===== src/rtl/lcadc_pkg.sv =====
package lcadc_pkg;

  localparam int SAMPLE_BITS = 24;
  localparam int SUM_W       = 32;
  localparam int DIV_CNT_W   = $clog2(SUM_W);
  localparam int REM_W       = 8;

  localparam logic [4:0] PULSES_GAIN_128 = 5'd25;
  localparam logic [4:0] PULSES_GAIN_64  = 5'd27;
  localparam logic [4:0] PULSES_GAIN_32  = 5'd26;

  localparam logic [1:0] GAIN_A_64 = 2'd1;
  localparam logic [1:0] GAIN_B_32 = 2'd2;

  localparam logic [2:0] REG_GAIN_MODE     = 3'd0;
  localparam logic [2:0] REG_FAST_RATE     = 3'd1;
  localparam logic [2:0] REG_AVERAGE_COUNT = 3'd2;
  localparam logic [2:0] REG_TIMEOUT_TICKS = 3'd3;
  localparam logic [2:0] REG_HALF_PERIOD   = 3'd4;
  localparam logic [2:0] REG_SHIFT_A       = 3'd5;
  localparam logic [2:0] REG_SHIFT_B       = 3'd6;

  localparam logic [7:0]  AVERAGE_RESET     = 8'd1;
  localparam logic [23:0] TIMEOUT_RESET     = 24'd100000;
  localparam logic [7:0]  HALF_PERIOD_RESET = 8'd2;

  typedef struct packed {
    logic cmd;
    logic data_level;
  } in_item_t;

  typedef struct packed {
    logic               clock_level;
    logic               rate_level;
    logic               busy_res;
    logic               done_res;
    logic               timed_out;
    logic signed [23:0] value;
  } out_item_t;

  typedef struct packed {
    logic [1:0]  gain_mode;
    logic        fast_rate;
    logic [7:0]  average_count;
    logic [23:0] timeout_ticks;
    logic [7:0]  half_period_ticks;
    logic [4:0]  shift_channel_a;
    logic [4:0]  shift_channel_b;
  } cfg_t;

  typedef struct packed {
    logic clear_all;
    logic hp_step;
    logic pulse_step;
    logic shift_in;
    logic wait_clr;
    logic wait_step;
    logic rd_start;
    logic accumulate;
    logic sum_clr;
    logic div_start;
  } ctl_cmd_t;

  typedef struct packed {
    logic half_done;
    logic pulse_last;
    logic sample_last;
    logic wait_expired;
    logic bit_in_range;
    logic div_done;
  } dp_stat_t;

  typedef struct packed {
    logic load;
    logic clock_level;
    logic busy;
    logic done;
    logic tmo;
    logic use_quot;
  } res_ctl_t;

endpackage


===== src/rtl/lcadc_ctrl.sv =====
module lcadc_ctrl
  import lcadc_pkg::*;
(
  input  logic     clk,
  input  logic     rst,
  input  logic     in_fire,
  input  in_item_t in_item,
  input  dp_stat_t stat,
  output ctl_cmd_t cmd,
  output res_ctl_t res,
  output logic     dividing
);

  typedef enum logic [6:0] {
    ST_IDLE   = 7'b0000001,
    ST_PRE_HI = 7'b0000010,
    ST_PRE_LO = 7'b0000100,
    ST_WAIT   = 7'b0001000,
    ST_RD_HI  = 7'b0010000,
    ST_RD_LO  = 7'b0100000,
    ST_DIVIDE = 7'b1000000
  } state_t;

  state_t state, state_next;

  assign dividing = (state == ST_DIVIDE);

  always_comb begin
    state_next = state;
    cmd        = '0;
    res        = '0;
    if (in_fire) begin
      unique case (state)
        ST_IDLE: begin
          if (in_item.cmd) begin
            cmd.clear_all = 1'b1;
            state_next    = ST_PRE_HI;
          end
        end
        ST_PRE_HI: begin
          cmd.hp_step = 1'b1;
          if (stat.half_done) state_next = ST_PRE_LO;
        end
        ST_PRE_LO: begin
          cmd.hp_step = 1'b1;
          if (stat.half_done) begin
            cmd.pulse_step = 1'b1;
            if (stat.pulse_last) begin
              cmd.wait_clr = 1'b1;
              state_next   = ST_WAIT;
            end else begin
              state_next = ST_PRE_HI;
            end
          end
        end
        ST_WAIT: begin
          if (!in_item.data_level) begin
            cmd.rd_start = 1'b1;
            state_next   = ST_RD_HI;
          end else begin
            cmd.wait_step = 1'b1;
            if (stat.wait_expired) begin
              cmd.sum_clr = 1'b1;
              res.done    = 1'b1;
              res.tmo     = 1'b1;
              state_next  = ST_IDLE;
            end
          end
        end
        ST_RD_HI: begin
          cmd.hp_step = 1'b1;
          if (stat.half_done) begin
            cmd.shift_in = stat.bit_in_range;
            state_next   = ST_RD_LO;
          end
        end
        ST_RD_LO: begin
          cmd.hp_step = 1'b1;
          if (stat.half_done) begin
            cmd.pulse_step = 1'b1;
            if (stat.pulse_last) begin
              cmd.accumulate = 1'b1;
              if (stat.sample_last) begin
                cmd.div_start = 1'b1;
                state_next    = ST_DIVIDE;
              end else begin
                cmd.wait_clr = 1'b1;
                state_next   = ST_WAIT;
              end
            end else begin
              state_next = ST_RD_HI;
            end
          end
        end
        ST_DIVIDE: begin
          state_next = ST_DIVIDE;
        end
        default: begin
          state_next = ST_IDLE;
        end
      endcase
      // final beat waits for the quotient
      if (state_next != ST_DIVIDE) begin
        res.load        = 1'b1;
        res.clock_level = (state_next == ST_PRE_HI) || (state_next == ST_RD_HI);
        res.busy        = (state_next != ST_IDLE);
      end
    end else if (dividing && stat.div_done) begin
      state_next   = ST_IDLE;
      res.load     = 1'b1;
      res.done     = 1'b1;
      res.use_quot = 1'b1;
    end
  end

  always_ff @(posedge clk) begin
    if (rst) begin
      state <= ST_IDLE;
    end else begin
      state <= state_next;
    end
  end

endmodule


===== src/rtl/lcadc_dp.sv =====
module lcadc_dp
  import lcadc_pkg::*;
(
  input  logic               clk,
  input  logic               rst,
  input  cfg_t               cfg,
  input  logic               data_level,
  input  ctl_cmd_t           cmd,
  output dp_stat_t           stat,
  output logic signed [23:0] quotient
);

  logic [7:0]              hp_cnt;
  logic [4:0]              pulse_cnt;
  logic [SAMPLE_BITS-1:0]  shifter;
  logic [7:0]              sample_cnt;
  logic signed [SUM_W-1:0] sum;
  logic [23:0]             wait_cnt;

  logic [SUM_W-1:0]        quo;
  logic [REM_W-1:0]        rem;
  logic [7:0]              divisor;
  logic [DIV_CNT_W-1:0]    div_cnt;
  logic                    div_run;
  logic                    div_fin;
  logic                    neg;

  logic [7:0]              hp_limit, hp_inc;
  logic [4:0]              pulse_total, pulse_inc, shift_amt;
  logic [7:0]              avg_limit, sample_inc;
  logic [23:0]             to_limit, wait_inc;
  logic signed [SUM_W-1:0] decoded, sum_new;
  logic [SUM_W-1:0]        sum_mag, quo_signed;
  logic [REM_W:0]          trial, diff;
  logic                    ge;

  always_comb begin
    hp_limit   = (cfg.half_period_ticks == 8'd0) ? 8'd1 : cfg.half_period_ticks;
    avg_limit  = (cfg.average_count == 8'd0) ? 8'd1 : cfg.average_count;
    to_limit   = (cfg.timeout_ticks == 24'd0) ? 24'd1 : cfg.timeout_ticks;
    hp_inc     = hp_cnt + 8'd1;
    pulse_inc  = pulse_cnt + 5'd1;
    sample_inc = sample_cnt + 8'd1;
    wait_inc   = wait_cnt + 24'd1;
    if (cfg.gain_mode == GAIN_A_64) begin
      pulse_total = PULSES_GAIN_64;
      shift_amt   = cfg.shift_channel_b;
    end else if (cfg.gain_mode == GAIN_B_32) begin
      pulse_total = PULSES_GAIN_32;
      shift_amt   = cfg.shift_channel_a;
    end else begin
      pulse_total = PULSES_GAIN_128;
      shift_amt   = cfg.shift_channel_a;
    end
    decoded = $signed({{(SUM_W-SAMPLE_BITS){shifter[SAMPLE_BITS-1]}}, shifter}) >>> shift_amt;
    sum_new = sum + decoded;
    sum_mag = sum_new[SUM_W-1] ? SUM_W'(-sum_new) : SUM_W'(sum_new);

    trial = {rem, quo[SUM_W-1]};
    ge    = (trial >= {1'b0, divisor});
    diff  = trial - {1'b0, divisor};

    quo_signed = neg ? SUM_W'(-quo) : quo;
    quotient   = $signed(quo_signed[23:0]);

    stat.half_done    = (hp_inc >= hp_limit);
    stat.pulse_last   = (pulse_inc >= pulse_total);
    stat.sample_last  = (sample_inc >= avg_limit);
    stat.wait_expired = (wait_inc >= to_limit);
    stat.bit_in_range = (pulse_cnt < 5'(SAMPLE_BITS));
    stat.div_done     = div_fin;
  end

  always_ff @(posedge clk) begin
    if (rst) begin
      hp_cnt     <= '0;
      pulse_cnt  <= '0;
      shifter    <= '0;
      sample_cnt <= '0;
      sum        <= '0;
      wait_cnt   <= '0;
    end else if (cmd.clear_all) begin
      hp_cnt     <= '0;
      pulse_cnt  <= '0;
      shifter    <= '0;
      sample_cnt <= '0;
      sum        <= '0;
      wait_cnt   <= '0;
    end else begin
      if (cmd.rd_start) begin
        hp_cnt    <= '0;
        pulse_cnt <= '0;
        shifter   <= '0;
      end else begin
        if (cmd.hp_step) hp_cnt <= stat.half_done ? 8'd0 : hp_inc;
        if (cmd.pulse_step) pulse_cnt <= stat.pulse_last ? 5'd0 : pulse_inc;
        if (cmd.accumulate) begin
          shifter <= '0;
        end else if (cmd.shift_in) begin
          shifter <= {shifter[SAMPLE_BITS-2:0], data_level};
        end
      end
      if (cmd.accumulate) begin
        sample_cnt <= sample_inc;
        sum        <= sum_new;
      end else if (cmd.sum_clr) begin
        sum <= '0;
      end
      if (cmd.wait_clr) begin
        wait_cnt <= '0;
      end else if (cmd.wait_step) begin
        wait_cnt <= wait_inc;
      end
    end
  end

  // restoring divide of the sum magnitude, one quotient bit per cycle
  always_ff @(posedge clk) begin
    if (rst) begin
      div_run <= 1'b0;
      div_fin <= 1'b0;
      div_cnt <= '0;
    end else begin
      div_fin <= 1'b0;
      if (cmd.div_start) begin
        div_run <= 1'b1;
        div_cnt <= DIV_CNT_W'(SUM_W - 1);
      end else if (div_run) begin
        if (div_cnt == '0) begin
          div_run <= 1'b0;
          div_fin <= 1'b1;
        end else begin
          div_cnt <= div_cnt - 1'b1;
        end
      end
    end
  end

  always_ff @(posedge clk) begin
    if (cmd.div_start) begin
      neg     <= sum_new[SUM_W-1];
      quo     <= sum_mag;
      rem     <= '0;
      divisor <= avg_limit;
    end else if (div_run) begin
      rem <= ge ? diff[REM_W-1:0] : trial[REM_W-1:0];
      quo <= {quo[SUM_W-2:0], ge};
    end
  end

endmodule


===== src/rtl/load_cell_adc_serial_reader.sv =====
// Serial reader for a 24-bit load-cell converter. Each input beat is one timebase
// tick or a start command together with the sampled data pin, and each beat gives
// exactly one output beat with the serial clock and rate pin levels, busy, and,
// when a measurement ends, done, timed_out and the averaged reading. The beat that
// ends a successful measurement waits for a 32-step restoring divider (one quotient
// bit per cycle), and no input is taken until its output has been loaded.
// Configuration registers are written through the cfg port at any time, one per
// cycle, and take effect on the next beat.
module load_cell_adc_serial_reader
  import lcadc_pkg::*;
(
  input  logic        clk,
  input  logic        rst,
  input  logic        in_valid,
  output logic        in_ready,
  input  in_item_t    in_data,
  output logic        out_valid,
  input  logic        out_ready,
  output out_item_t   out_data,
  input  logic        cfg_valid,
  output logic        cfg_ready,
  input  logic [2:0]  cfg_index,
  input  logic [23:0] cfg_data
);

  cfg_t     cfg;
  ctl_cmd_t cmd;
  dp_stat_t stat;
  res_ctl_t res;
  logic     dividing;
  logic     in_fire;
  logic signed [23:0] quotient;

  assign cfg_ready = 1'b1;
  assign in_ready  = !dividing && (!out_valid || out_ready);
  assign in_fire   = in_valid && in_ready;

  always_ff @(posedge clk) begin
    if (rst) begin
      cfg.gain_mode         <= '0;
      cfg.fast_rate         <= 1'b0;
      cfg.average_count     <= AVERAGE_RESET;
      cfg.timeout_ticks     <= TIMEOUT_RESET;
      cfg.half_period_ticks <= HALF_PERIOD_RESET;
      cfg.shift_channel_a   <= '0;
      cfg.shift_channel_b   <= '0;
    end else if (cfg_valid) begin
      unique case (cfg_index)
        REG_GAIN_MODE:     cfg.gain_mode         <= cfg_data[1:0];
        REG_FAST_RATE:     cfg.fast_rate         <= cfg_data[0];
        REG_AVERAGE_COUNT: cfg.average_count     <= cfg_data[7:0];
        REG_TIMEOUT_TICKS: cfg.timeout_ticks     <= cfg_data;
        REG_HALF_PERIOD:   cfg.half_period_ticks <= cfg_data[7:0];
        REG_SHIFT_A:       cfg.shift_channel_a   <= cfg_data[4:0];
        REG_SHIFT_B:       cfg.shift_channel_b   <= cfg_data[4:0];
        default: begin
        end
      endcase
    end
  end

  lcadc_ctrl u_ctrl (
    .clk      (clk),
    .rst      (rst),
    .in_fire  (in_fire),
    .in_item  (in_data),
    .stat     (stat),
    .cmd      (cmd),
    .res      (res),
    .dividing (dividing)
  );

  lcadc_dp u_dp (
    .clk        (clk),
    .rst        (rst),
    .cfg        (cfg),
    .data_level (in_data.data_level),
    .cmd        (cmd),
    .stat       (stat),
    .quotient   (quotient)
  );

  always_ff @(posedge clk) begin
    if (rst) begin
      out_valid <= 1'b0;
    end else if (res.load) begin
      out_valid <= 1'b1;
    end else if (out_ready) begin
      out_valid <= 1'b0;
    end
  end

  always_ff @(posedge clk) begin
    if (res.load) begin
      out_data.clock_level <= res.clock_level;
      out_data.rate_level  <= res.busy & cfg.fast_rate;
      out_data.busy_res    <= res.busy;
      out_data.done_res    <= res.done;
      out_data.timed_out   <= res.tmo;
      out_data.value       <= res.use_quot ? quotient : 24'sd0;
    end
  end

  // a result may only land in an empty or draining output register
  assert property (@(posedge clk) disable iff (rst)
    res.load |-> (!out_valid || out_ready))
    else $error("result loaded over a pending beat");

  // the divider finish must be picked up at once
  assert property (@(posedge clk) disable iff (rst)
    stat.div_done |-> (dividing && res.load && res.use_quot))
    else $error("divider result dropped");

  // a timeout ends the measurement with a zero reading
  assert property (@(posedge clk) disable iff (rst)
    (out_valid && out_data.timed_out) |->
      (out_data.done_res && !out_data.busy_res && out_data.value == 24'sd0))
    else $error("bad timeout beat");

endmodule


===== config.mk =====
export PLATFORM = sky130hd
export DESIGN_NAME = load_cell_adc_serial_reader
export DESIGN_NICKNAME = d
export VERILOG_FILES = /design/src/rtl/lcadc_pkg.sv /design/src/rtl/lcadc_ctrl.sv /design/src/rtl/lcadc_dp.sv /design/src/rtl/load_cell_adc_serial_reader.sv
export SDC_FILE = /design/constraint.sdc
export NUM_CORES = 1
export LEC_CHECK = 0
export ABC_AREA = 1
export ABC_CLOCK_PERIOD_IN_PS = 11400
export CORE_UTILIZATION = 50
export DETAILED_ROUTE_END_ITERATION = 8
export DONT_BUFFER_PORTS = 1
export SETUP_SLACK_MARGIN = 0.2
export SYNTH_ARGS = -nofsm -noshare
export SYNTH_HDL_FRONTEND = slang
export SYNTH_SLANG_ARGS = --single-unit

===== constraint.sdc =====
create_clock -name clk -period 11.4 [get_ports clk]
set_input_delay 1.71 -clock clk [delete_from_list [all_inputs] [get_ports clk]]
set_output_delay 1.71 -clock clk [all_outputs]
set_load 0.02 [all_outputs]

## Yosys cells after proc, flatten, opt, wreduce, memory -nomap -nowiden

Cells that the tools add are included.
Widths: inputs -> output; s select.

- Register bits after elaboration: 247

- Add/sub/neg operators: 9
- Order comparisons: 6
- Equal/unequal tests: 20
- Shift-type cells: 1
- Mux-type cells: 72
- Bitwise logic cells: 2
- Reductions and logical operators: 33

Operators with widths:

| operator | count |
|---|---|
| $mux 32 | 5 |
| $mux 7 | 12 |
| $pmux 7 s7 | 1 |
| $mux 24 | 2 |
| $mux 1 | 33 |
| $add 32x32->32 | 1 |
| $mux 8 | 4 |
| $neg 32->32 | 1 |
| $sshr 24x5->32 | 1 |
| $mux 5 | 6 |
| $add 24x1->24 const B | 1 |
| $ge 24x24->1 | 1 |
| $logic_not 24->1 | 1 |
| $neg 24->24 | 1 |
| $reduce_and 2->1 | 9 |
| $add 8x1->8 const B | 2 |
| $ge 8x8->1 | 2 |
| $logic_not 8->1 | 2 |
| $eq 7x2->1 const B | 2 |
| $eq 7x5->1 const B | 2 |
| $mux 10 | 1 |
| $mux 2 | 5 |
| $eq 3x3->1 const B | 3 |
| $ge 9x8->1 | 1 |
| other kinds (32) | 44 |

## Depth between registers and ports, before layout

Gate-level depths: netlist of the first run.

- Depth in word-level cells: 13
- Gate-level depth with buffers: 38

## By module

From an unflattened synthesis of the first run, not the netlist that was laid out.

- Cell total of the unflattened synthesis: 2647
- Area total of the unflattened synthesis: 17453.0 um2

Modules (own cells, without submodules):

| module | instances | cells an instance | area each (um2) | sequential area each (um2) |
|---|---|---|---|---|
| lcadc_dp | 1 | 2107 | 13389.1 | 3553.4 |
| load_cell_adc_serial_reader | 1 | 405 | 3278.1 | 1951.9 |
| lcadc_ctrl | 1 | 135 | 785.8 | 140.1 |

## Least setup slack after synthesis of the first run

Ideal clock, no wire load.

- Path type: register -> register
- From: reg cfg[52] (netlist name)
- To: reg u_dp.quo[30], data pin
- Arrival: 4.292 ns
- Setup slack: 6.855 ns
- Stages on the path, launching flop included: 30
- Buffers on the path: 2
- Path through: dfxtp_1 -> inv_1 -> ha_1 -> or2_2 -> and2_1 -> buf_6 -> buf_2 -> o21ai_0 -> nand2_1 -> a31oi_1 -> o21ai_1 -> a211oi_2 -> ha_1 -> inv_1 -> fa_1 -> ha_1 -> a21boi_0 -> nand3_1 -> nor2_1 -> nand2_1 -> nor2_2 -> nand2_1 -> nor2_2 -> nand4_1 -> nor2_1 -> nand3_1 -> nand2_1 -> nand2_1 -> nand3_1 -> nand2_1

- Word-level cells in the longest chain between the ends: 9

RTL lines:

| element | RTL line | text |
|---|---|---|
| parallel branches: the longest is 8 deep, another holds $add 32x32->32 | n/a |  |
| $mux 32 (*) | lcadc_dp.sv:140 | `if (cmd.div_start) begin` |
| to (signal assigned) | lcadc_dp.sv:142 | `quo <= sum_mag;` |
| to (signal assigned) | lcadc_dp.sv:147 | `quo <= {quo[SUM_W-2:0], ge};` |
| to (decl) | lcadc_dp.sv:20 | `logic [SUM_W-1:0] quo;` |

Mark *: on every way between the ends.
A chain may end at the register's enable or synchronous reset.

## Worst setup path in the final report of the first run

- From: reg cfg[52] (netlist name)
- To: reg u_dp.quo[30], data pin

- Word-level cells in the longest chain between the ends: 9

RTL lines:

| element | RTL line |
|---|---|
| parallel branches: the longest is 8 deep, another holds $add 32x32->32 | n/a |
| $mux 32 (*) | lcadc_dp.sv:140 |

Marked as above.

==> metrics.md, run 1 <==
| Metric | Value |
|---|---|
| Max-cap viol count | `0` |
| Seq cells post-synth | `between 200 and 250` |
| Die Area | `33,550 sq um` |
| Hold endpoint | `u_dp.divisor[5]$_DFFE_PP_` |
| Worst path top cell family by delay | `simple AND/OR/NAND/NOR gates` |
| Hold-fix buffers at CTS | `0` |
| Most common cell after layout, fill and taps aside | `nand2_1` |
| Main combinational cell family by area after synthesis | `simple AND/OR/NAND/NOR gates` |
| RSZ-0062 raised after global routing | `no` |
| Hpwl dp | `approximately 33 mm` |
| Fmax | `173.4 MHz` |
| Vias per inst | `approximately 5.3` |
| Worst Tran Pin Value | `1.189 ns` |
| H-tree levels | `1` |
| Commonest non-fill, non-tap cells in the layout | `nand2_1, inv_1, nor2_1` |
| Setup_tns | `0 ns` |
| Clk slew on worst S/H paths | `roughly 0.060 ns` |
| Reg2reg path depth | `30` |
| Multiplexer share of the synthesized area | `0.001830` |
| Vias in the first global route | `between 10,000 and 15,000` |
| Area leader, netlist | `dfxtp_1` |
| Startpoint Class | `register` |
| Max VDD drop | `between 0.1 and 0.15 mV` |
| Util after Layout | `0.5533` |
| Register area share after synthesis | `0.3440` |
| Number of synthesized flops with an enable pin | `70` |
| Max-slew violations | `0` |
| Worst R2R Start | `cfg[52]$_SDFFE_PP0P_` |
| Die Y | `about 180 um` |
| Compound-Gate Fraction of Synth Area | `0.1648` |
| Area contributors post-synth | `dfxtp_1, nand2_1, edfxtp_1` |
| Vias | `around 15,000` |
| Sw Pwr | `roughly 0.54 mW` |
| CP max-delay cell | `fa_1` |
| Most Frequent Cell on Critical Path | `nand2_1` |
| Syn-to-layout area delta | `7.770%` |
| Synth Area in Adders | `0.07183` |
| CP Max Fanout | `between 40 and 50` |
| FF-to-FF End | `u_dp.quo[30]$_DFFE_PP_` |
| Syn Area/Cell | `between 6 and 7 sq um` |
| Ys Warns | `0` |
| Largest net degree at the start of global routing | `51` |
| IO Count | `between 60 and 70` |
| Avg WL per Cell | `~15 um` |
| Cell-internal power | `about 1.6 mW` |
| Post-Syn Area | `16,410 sq um` |
| FP Rows | `between 60 and 70` |
| Flop-to-flop setup slack | `between 5 and 6 ns` |
| Predominant post-synthesis flop cell | `dfxtp_1` |
| Period Utilization, post-route | `0.5058` |
| Logic pwr share | `0.101` |
| Synth Instances | `2,397` |
| Share of the synthesized area in the top cell type | `0.2159` |
| Synthesized net count | `~2,500` |
| ANT nets after route | `0` |
| Clock Skews | `between 0.01 and 0.015 ns` |
| GRT Total Usage | `0.2570` |
| Distinct cell type count of the synthesized netlist | `65` |
| Synth Area in Simple Gates | `0.2800` |
| P_leak | `approximately 7.8 nW` |
| Initial drt markers | `approximately 1,100` |
| Layout Nets | `approximately 2,500` |
| Setup CP Type | `reg2reg` |
| Layout cell share with drive strength beyond 1 | `0.05835` |
| Port bufs | `0` |
| CTS Buf Count | `29` |
| Antenna cell count | `0` |
| Post-synth ARST share | `0` |
| Hold Fails Final Rpt | `0` |
| Worst path depth | `30` |
| Post-CTS Setup Repair Bufs | `0` |
| Buf/Inv on CP | `4` |
| Global route overflow | `0` |
| Required @ worst endpoint | `between 10 and 15 ns` |
| Skew-Pair Late Insertion Delay | `approximately 0.56 ns` |
| Initial antenna violation count | `0` |
| Final wirelength | `approximately 43 mm` |
| PostCTS Resize Cnt | `0` |
| Root buffer cell | `clkbuf_16` |
| CP arrival | `slightly above 6 ns` |
| TritonCTS clock tree | `yes` |
| GPL Wtd Cong | `0.9739` |
| DRC | `0` |
| Worst Hold Class | `reg2reg` |
| Drt first pass iters | `5` |
| Fin crit period | `5.766 ns` |
| Clk pwr share | `0.467` |
| Max Root-Sink Buffers | `3` |
| Initial core utilization | `0.5134` |
| Die W | `183.2 um` |
| Worst hold stages | `0` |
| Endpoint class of the critical path | `register` |
| Core area | `31,960 sq um` |
| Xor and xnor area share after synthesis | `0.03668` |
| # clock sinks | `about 250` |
| Final setup vio count | `0` |
| Reg power frac | `0.433` |
| PD cells | `about 120 nW/um^2` |
| CP peak stage delay | `between 0.5 and 0.6 ns` |
| HP Start | `cfg[47]$_SDFFE_PP0P_` |
| Run status | `finished clean` |
| Slew headroom | `0.2011` |
| Net Sw Frac | `0.2547` |
| First-pass GRT wire length | `70.08 mm` |
## sequential cells by signal (all words and copies together) (netlist names), 5 cells and up
signal           flops
u_dp.pulse_cnt       5
u_dp.shifter        24
cfg                 53
out_data            29
u_dp.rem             8
u_ctrl.state         7
u_dp.sample_cnt      8
u_dp.quo            32
u_dp.hp_cnt          8
u_dp.wait_cnt       24
u_dp.divisor         8
u_dp.sum            32
u_dp.div_cnt         5
## Yosys cell counts (6+ instances only)
| cell | count |
|---|---|
| inv_2 | 12 |
| nand2_2 | 20 |
| inv_1 | 326 |
| nand4_1 | 36 |
| clkbuf_1 | 47 |
| a22oi_1 | 7 |
| nand3_2 | 6 |
| nand2_1 | 565 |
| or2_2 | 6 |
| a211oi_1 | 34 |
| nor4_1 | 8 |
| ha_1 | 91 |
| o21ai_1 | 35 |
| dfxtp_1 | 177 |
| nor2_1 | 245 |
| xor2_1 | 54 |
| nor3_1 | 31 |
| buf_2 | 21 |
| xnor2_1 | 11 |
| a31oi_1 | 6 |
| edfxtp_1 | 70 |
| a21oi_1 | 210 |
| nor2_2 | 15 |
| o22ai_1 | 9 |
| nand3_1 | 115 |
| o21ai_0 | 165 |
## layout make-up
cell class / instances / area [sq um]
fill: 3199 / 14280
multi-input combinational: 1732 / 9112
sequential: 247 / 5645
inverter: 339 / 1272
clock buffer: 36 / 802.0
tap: 435 / 544.3
clock inverter: 18 / 232.7
timing repair buffer: 10 / 75.07
## power by group through the flow
stage | logic [mW] | registers (mW) | clock network [mW]
6_report | 0.214 | 0.920 | 0.992
4_1_cts | 0.212 | 0.920 | 1.01
5_1_grt | 0.241 | 0.921 | 1.04
3_5_place_dp | 0.211 | 0.940 | 0
3_3_place_gp | 0.210 | 0.939 | 0
2_1_floorplan | 0.162 | 0.938 | 0
## how the worst max path moves through the flow
stage / startpoint / to / slack (ns)
floorplan: cfg[52]$_SDFFE_PP0P_ / u_dp.quo[30]$_DFFE_PP_ / 6.85
global placement: cfg[52]$_SDFFE_PP0P_ / u_dp.quo[30]$_DFFE_PP_ / 5.75
detailed placement: cfg[52]$_SDFFE_PP0P_ / u_dp.quo[30]$_DFFE_PP_ / 5.71
CTS: cfg[52]$_SDFFE_PP0P_ / u_dp.quo[30]$_DFFE_PP_ / 5.69
global route: cfg[52]$_SDFFE_PP0P_ / u_dp.quo[30]$_DFFE_PP_ / 5.12
finish: cfg[52]$_SDFFE_PP0P_ / u_dp.quo[30]$_DFFE_PP_ / 5.63
## metrics by stage
stage | worst slack, ns | instance area, sq um | cells | hold slack (ns) | total power [mW]
floorplan | 6.855 | 16410 | 2397 | 0.4223 | 1.100
global placement | 5.748 | 16650 | 2763 | 0.4137 | 1.149
detailed placement | 5.714 | 16650 | 2763 | 0.4194 | 1.150
CTS | 5.687 | 17680 | 2817 | 0.4336 | 2.146
global route | 5.122 | 17680 | 2817 | 0.4446 | 2.205
finish | 5.634 | 17680 | 2817 | 0.4344 | 2.127
## logic make-up (layout without fill, tap and decap cells)
family / after synthesis / in the layout
AND/OR/NAND/NOR: 1073 / 1073
multiplexers: 3 / 3
buffers and inverters: 418 / 403
AO/OA/AOI/OAI: 495 / 495
XOR/XNOR: 67 / 67
flip-flops: 247 / 247
adder cells (fa/ha/maj): 93 / 93
other: 1 / 1
## routing by layer
layer  vias up  GRT usage  part of all wire
li1       7796          -                 -
met1      6872     0.3632              0.49
met2       331     0.4166              0.44
met3        62    0.02939             0.048
met4         0    0.06300             0.022
met5         -          0                 0
(Power assumes the default switching activity.)
==> run 2, diff against run 1 <==
Settings changed: ABC_CLOCK_PERIOD_IN_PS 11400 to 5600.
Clock period 11.4 ns to 5.6 ns, I/O delays scaled along.
==> run 2 against run 1 <==
- die area did not move
- design area increased by 0.68%
- sequential power rose by 100%
- setup slack worse by 5.0 ns
- global-route usage shrank 0.15 points
- hold slack worse by 0.089 ns
- non-clock buffer count increased by 16
- sequential share of layout area is 0.22 points lower
- clock skew grew 0.0057 ns
- critical path type unchanged
- largest cell class unchanged
- largest power group is now sequential cells
==> metrics.md, run 2 (synthesis results as in run 1) <==
| Metric | Value |
|---|---|
| PostCTS Resize Cnt | `0 (unchanged)` |
| CP max-delay cell | `a221oi_1` |
| Most Frequent Cell on Critical Path | `nand2_1` |
| Clk slew on worst S/H paths | `0.06 ns (about the same)` |
| Max reg flops | `53 (unchanged)` |
| H-tree levels | `1 (unchanged)` |
| DRC | `0 (unchanged)` |
| Clock Skews | `0.01898 ns (+0.005705 ns)` |
| Root buffer cell | `clkbuf_16` |
| Die Area | `33,550 sq um (unchanged)` |
| Setup CP Type | `reg2reg` |
| Fill count | `3,198 (-0.031%)` |
| TritonCTS clock tree | `yes` |
| Most common cell after layout, fill and taps aside | `nand2_1` |
| Die W | `183.2 um (unchanged)` |
| P_leak | `7.836 nW (+0.59%)` |
| GRT Total Usage | `0.2555 (-0.001490)` |
| Worst Hold Class | `in2reg` |
| Pre-CTS WS | `0.4191 ns (-5.295 ns)` |
| Fin crit period | `4.973 ns (-0.7935 ns)` |
| Final setup vio count | `0 (unchanged)` |
| CP peak stage delay | `0.50 ns (-0.02 ns)` |
| Hold-fix buffers at CTS | `0 (unchanged)` |
| Initial antenna violation count | `0 (unchanged)` |
| Layout Nets | `2,503 (+0.68%)` |
| Max-cap viol count | `0 (unchanged)` |
| Port bufs | `0 (unchanged)` |
| RSZ-0062 raised after global routing | `yes` |
| Post-CTS Setup Repair Bufs | `0 (unchanged)` |
| Largest net degree at the start of global routing | `51 (unchanged)` |
| CTS Buf Count | `30 (+3.4%)` |
| Max Root-Sink Buffers | `3 (unchanged)` |
| PD cells | `235.0 nW/um^2 (+95%)` |
| Worst Hold Margin | `0.3459 ns (-0.08856 ns)` |
| Worst R2R Start | `cfg[52]$_SDFFE_PP0P_` |
| Initial drt markers | `881 (-22%)` |
| # clock sinks | `247 (unchanged)` |
| Reg2reg path depth | `27 (-10%)` |
| Endpoint class of the critical path | `register` |
| Syn-to-layout area delta | `8.502%` |
| Max-slew violations | `0 (unchanged)` |
| Hpwl dp | `32.30 mm (-1.3%)` |
| Period Utilization, post-route | `0.8880 (+0.3822)` |
| Max VDD drop | `0.2267 mV (+93%)` |
| CP startpoint | `cfg[52]$_SDFFE_PP0P_` |
| HP Start | `rst` |
| Most flop-heavy register | `cfg` |
| Vias | `15,063 (+0.013%)` |
| Hold endpoint | `u_ctrl.state[2]$_SDFFE_PP0P_` |
| First-pass GRT wire length | `69.97 mm (-0.16%)` |
| Core area | `31,960 sq um (unchanged)` |
| Initial core utilization | `0.5134 (unchanged)` |
| Run status | `finished clean` |
| FP Rows | `65 (unchanged)` |
| Fmax | `201.1 MHz (+16%)` |
| Hold Fails Final Rpt | `0 (unchanged)` |
| Flop-to-flop setup slack | `0.63 ns (-5.01 ns)` |
| Commonest non-fill, non-tap cells in the layout | `nand2_1, inv_1, nor2_1` |
| Slew headroom | `0.1765 (-0.02459)` |
| FF-to-FF End | `u_dp.quo[22]$_DFFE_PP_` |
| Worst Tran Pin Value | `1.226 ns (+0.03661 ns)` |
| Layout cell share with drive strength beyond 1 | `0.06917 (+0.01081)` |
| Worst hold stages | `1 (+1)` |
| Final WS setup | `0.6274 ns (-5.007 ns)` |
| Die Y | `183.2 um (unchanged)` |
| Antenna cell count | `0 (unchanged)` |
| CP Max Fanout | `46 (unchanged)` |
| Global route overflow | `0 (unchanged)` |
| Drt first pass iters | `5 (unchanged)` |
| Vias per inst | `5.313 (-0.62%)` |
| Setup_tns | `0 ns (unchanged)` |
| Vias in the first global route | `14,105 (+2.0%)` |
| IO Count | `66 (unchanged)` |
| Avg WL per Cell | `14.87 um (-2.1%)` |
| ANT nets after route | `0 (unchanged)` |
| Startpoint Class | `register` |
| GPL Wtd Cong | `0.9181 (-5.7%)` |
| Top Registers | `cfg x53, u_dp.quo x32, u_dp.sum x32` |
| Required @ worst endpoint | `5.88 ns (-5.83 ns)` |
| Final wirelength | `42.15 mm (-1.5%)` |
| CP arrival | `5.25 ns (-0.82 ns)` |
| Skew-Pair Late Insertion Delay | `0.56 ns (about the same)` |
run 2: cell count changes in the layout (fill, tap and decap cells not counted), sizes merged:
cell / before / now
clkinv: 11 / 13
bufinv: 5 / 1
buf: 10 / 26
clkbuf: 36 / 40
run 2: how the worst max path moves through the flow:
stage                        endpoint  slack [ns]  depth (start not counted)
2_1_floorplan  u_dp.quo[30]$_DFFE_PP_        1.05                         29
3_3_place_gp   u_dp.quo[30]$_DFFE_PP_        0.50                         30
3_5_place_dp   u_dp.quo[30]$_DFFE_PP_        0.42                         30
4_1_cts        u_dp.quo[30]$_DFFE_PP_        0.39                         30
5_1_grt        u_dp.quo[30]$_DFFE_PP_        0.19                         33
6_report       u_dp.quo[22]$_DFFE_PP_        0.63                         27
run 2: per-stage QoR:
step	total power [mW]	instance area, sq um	util	std cells
5_1_grt	4.360	17800	0.5571	2835
3_3_place_gp	2.348	16780	0.5251	2779
2_1_floorplan	2.240	16410	-	2397
3_5_place_dp	2.352	16780	0.5251	2779
6_report	4.184	17800	0.5571	2835
4_1_cts	4.216	17730	0.5547	2835
run 2: final cells by class:
type | instances | area [sq um] | area share
multi-input cells | 1732 | 9185 | 0.5159
flip-flops and latches | 247 | 5645 | 0.3171
inverters | 339 | 1275 | 0.07161
clock buffers | 40 | 839.6 | 0.04715
well taps | 435 | 544.3 | 0.03057
repair buffers | 26 | 207.7 | 0.01167
clock inverters | 16 | 107.6 | 0.006044
run 2: worst max-delay path: cells and delay by family, from the launching register on:
kind	cells	cell delay, ns
compound gates	5	1.26
buf+inv	3	0.31
fa+ha+maj	2	0.60
simple gates	17	2.19
flops	1	0.33
run 2: per-layer routing:
| layer | vias to the layer above | global-route usage | share of wire | wire length [um] |
|---|---|---|---|---|
| met4 | 0 | 0.05867 | 0.021 | 877 |
| met2 | 316 | 0.4116 | 0.44 | 18470 |
| li1 | 7826 | - | - | - |
| met1 | 6859 | 0.3595 | 0.49 | 20630 |
| met5 | - | 0 | 0 | 0 |
| met3 | 62 | 0.03753 | 0.052 | 2173 |
run 2: power breakdown:
group | switching, mW | leakage (nW) | total (mW) | internal [mW]
clock network | 0.762 | 0.465 | 1.85 | 1.09
registers | 0.0192 | 2.11 | 1.87 | 1.86
logic | 0.315 | 5.26 | 0.456 | 0.141
total | 1.10 | 7.84 | 4.18 | 3.09
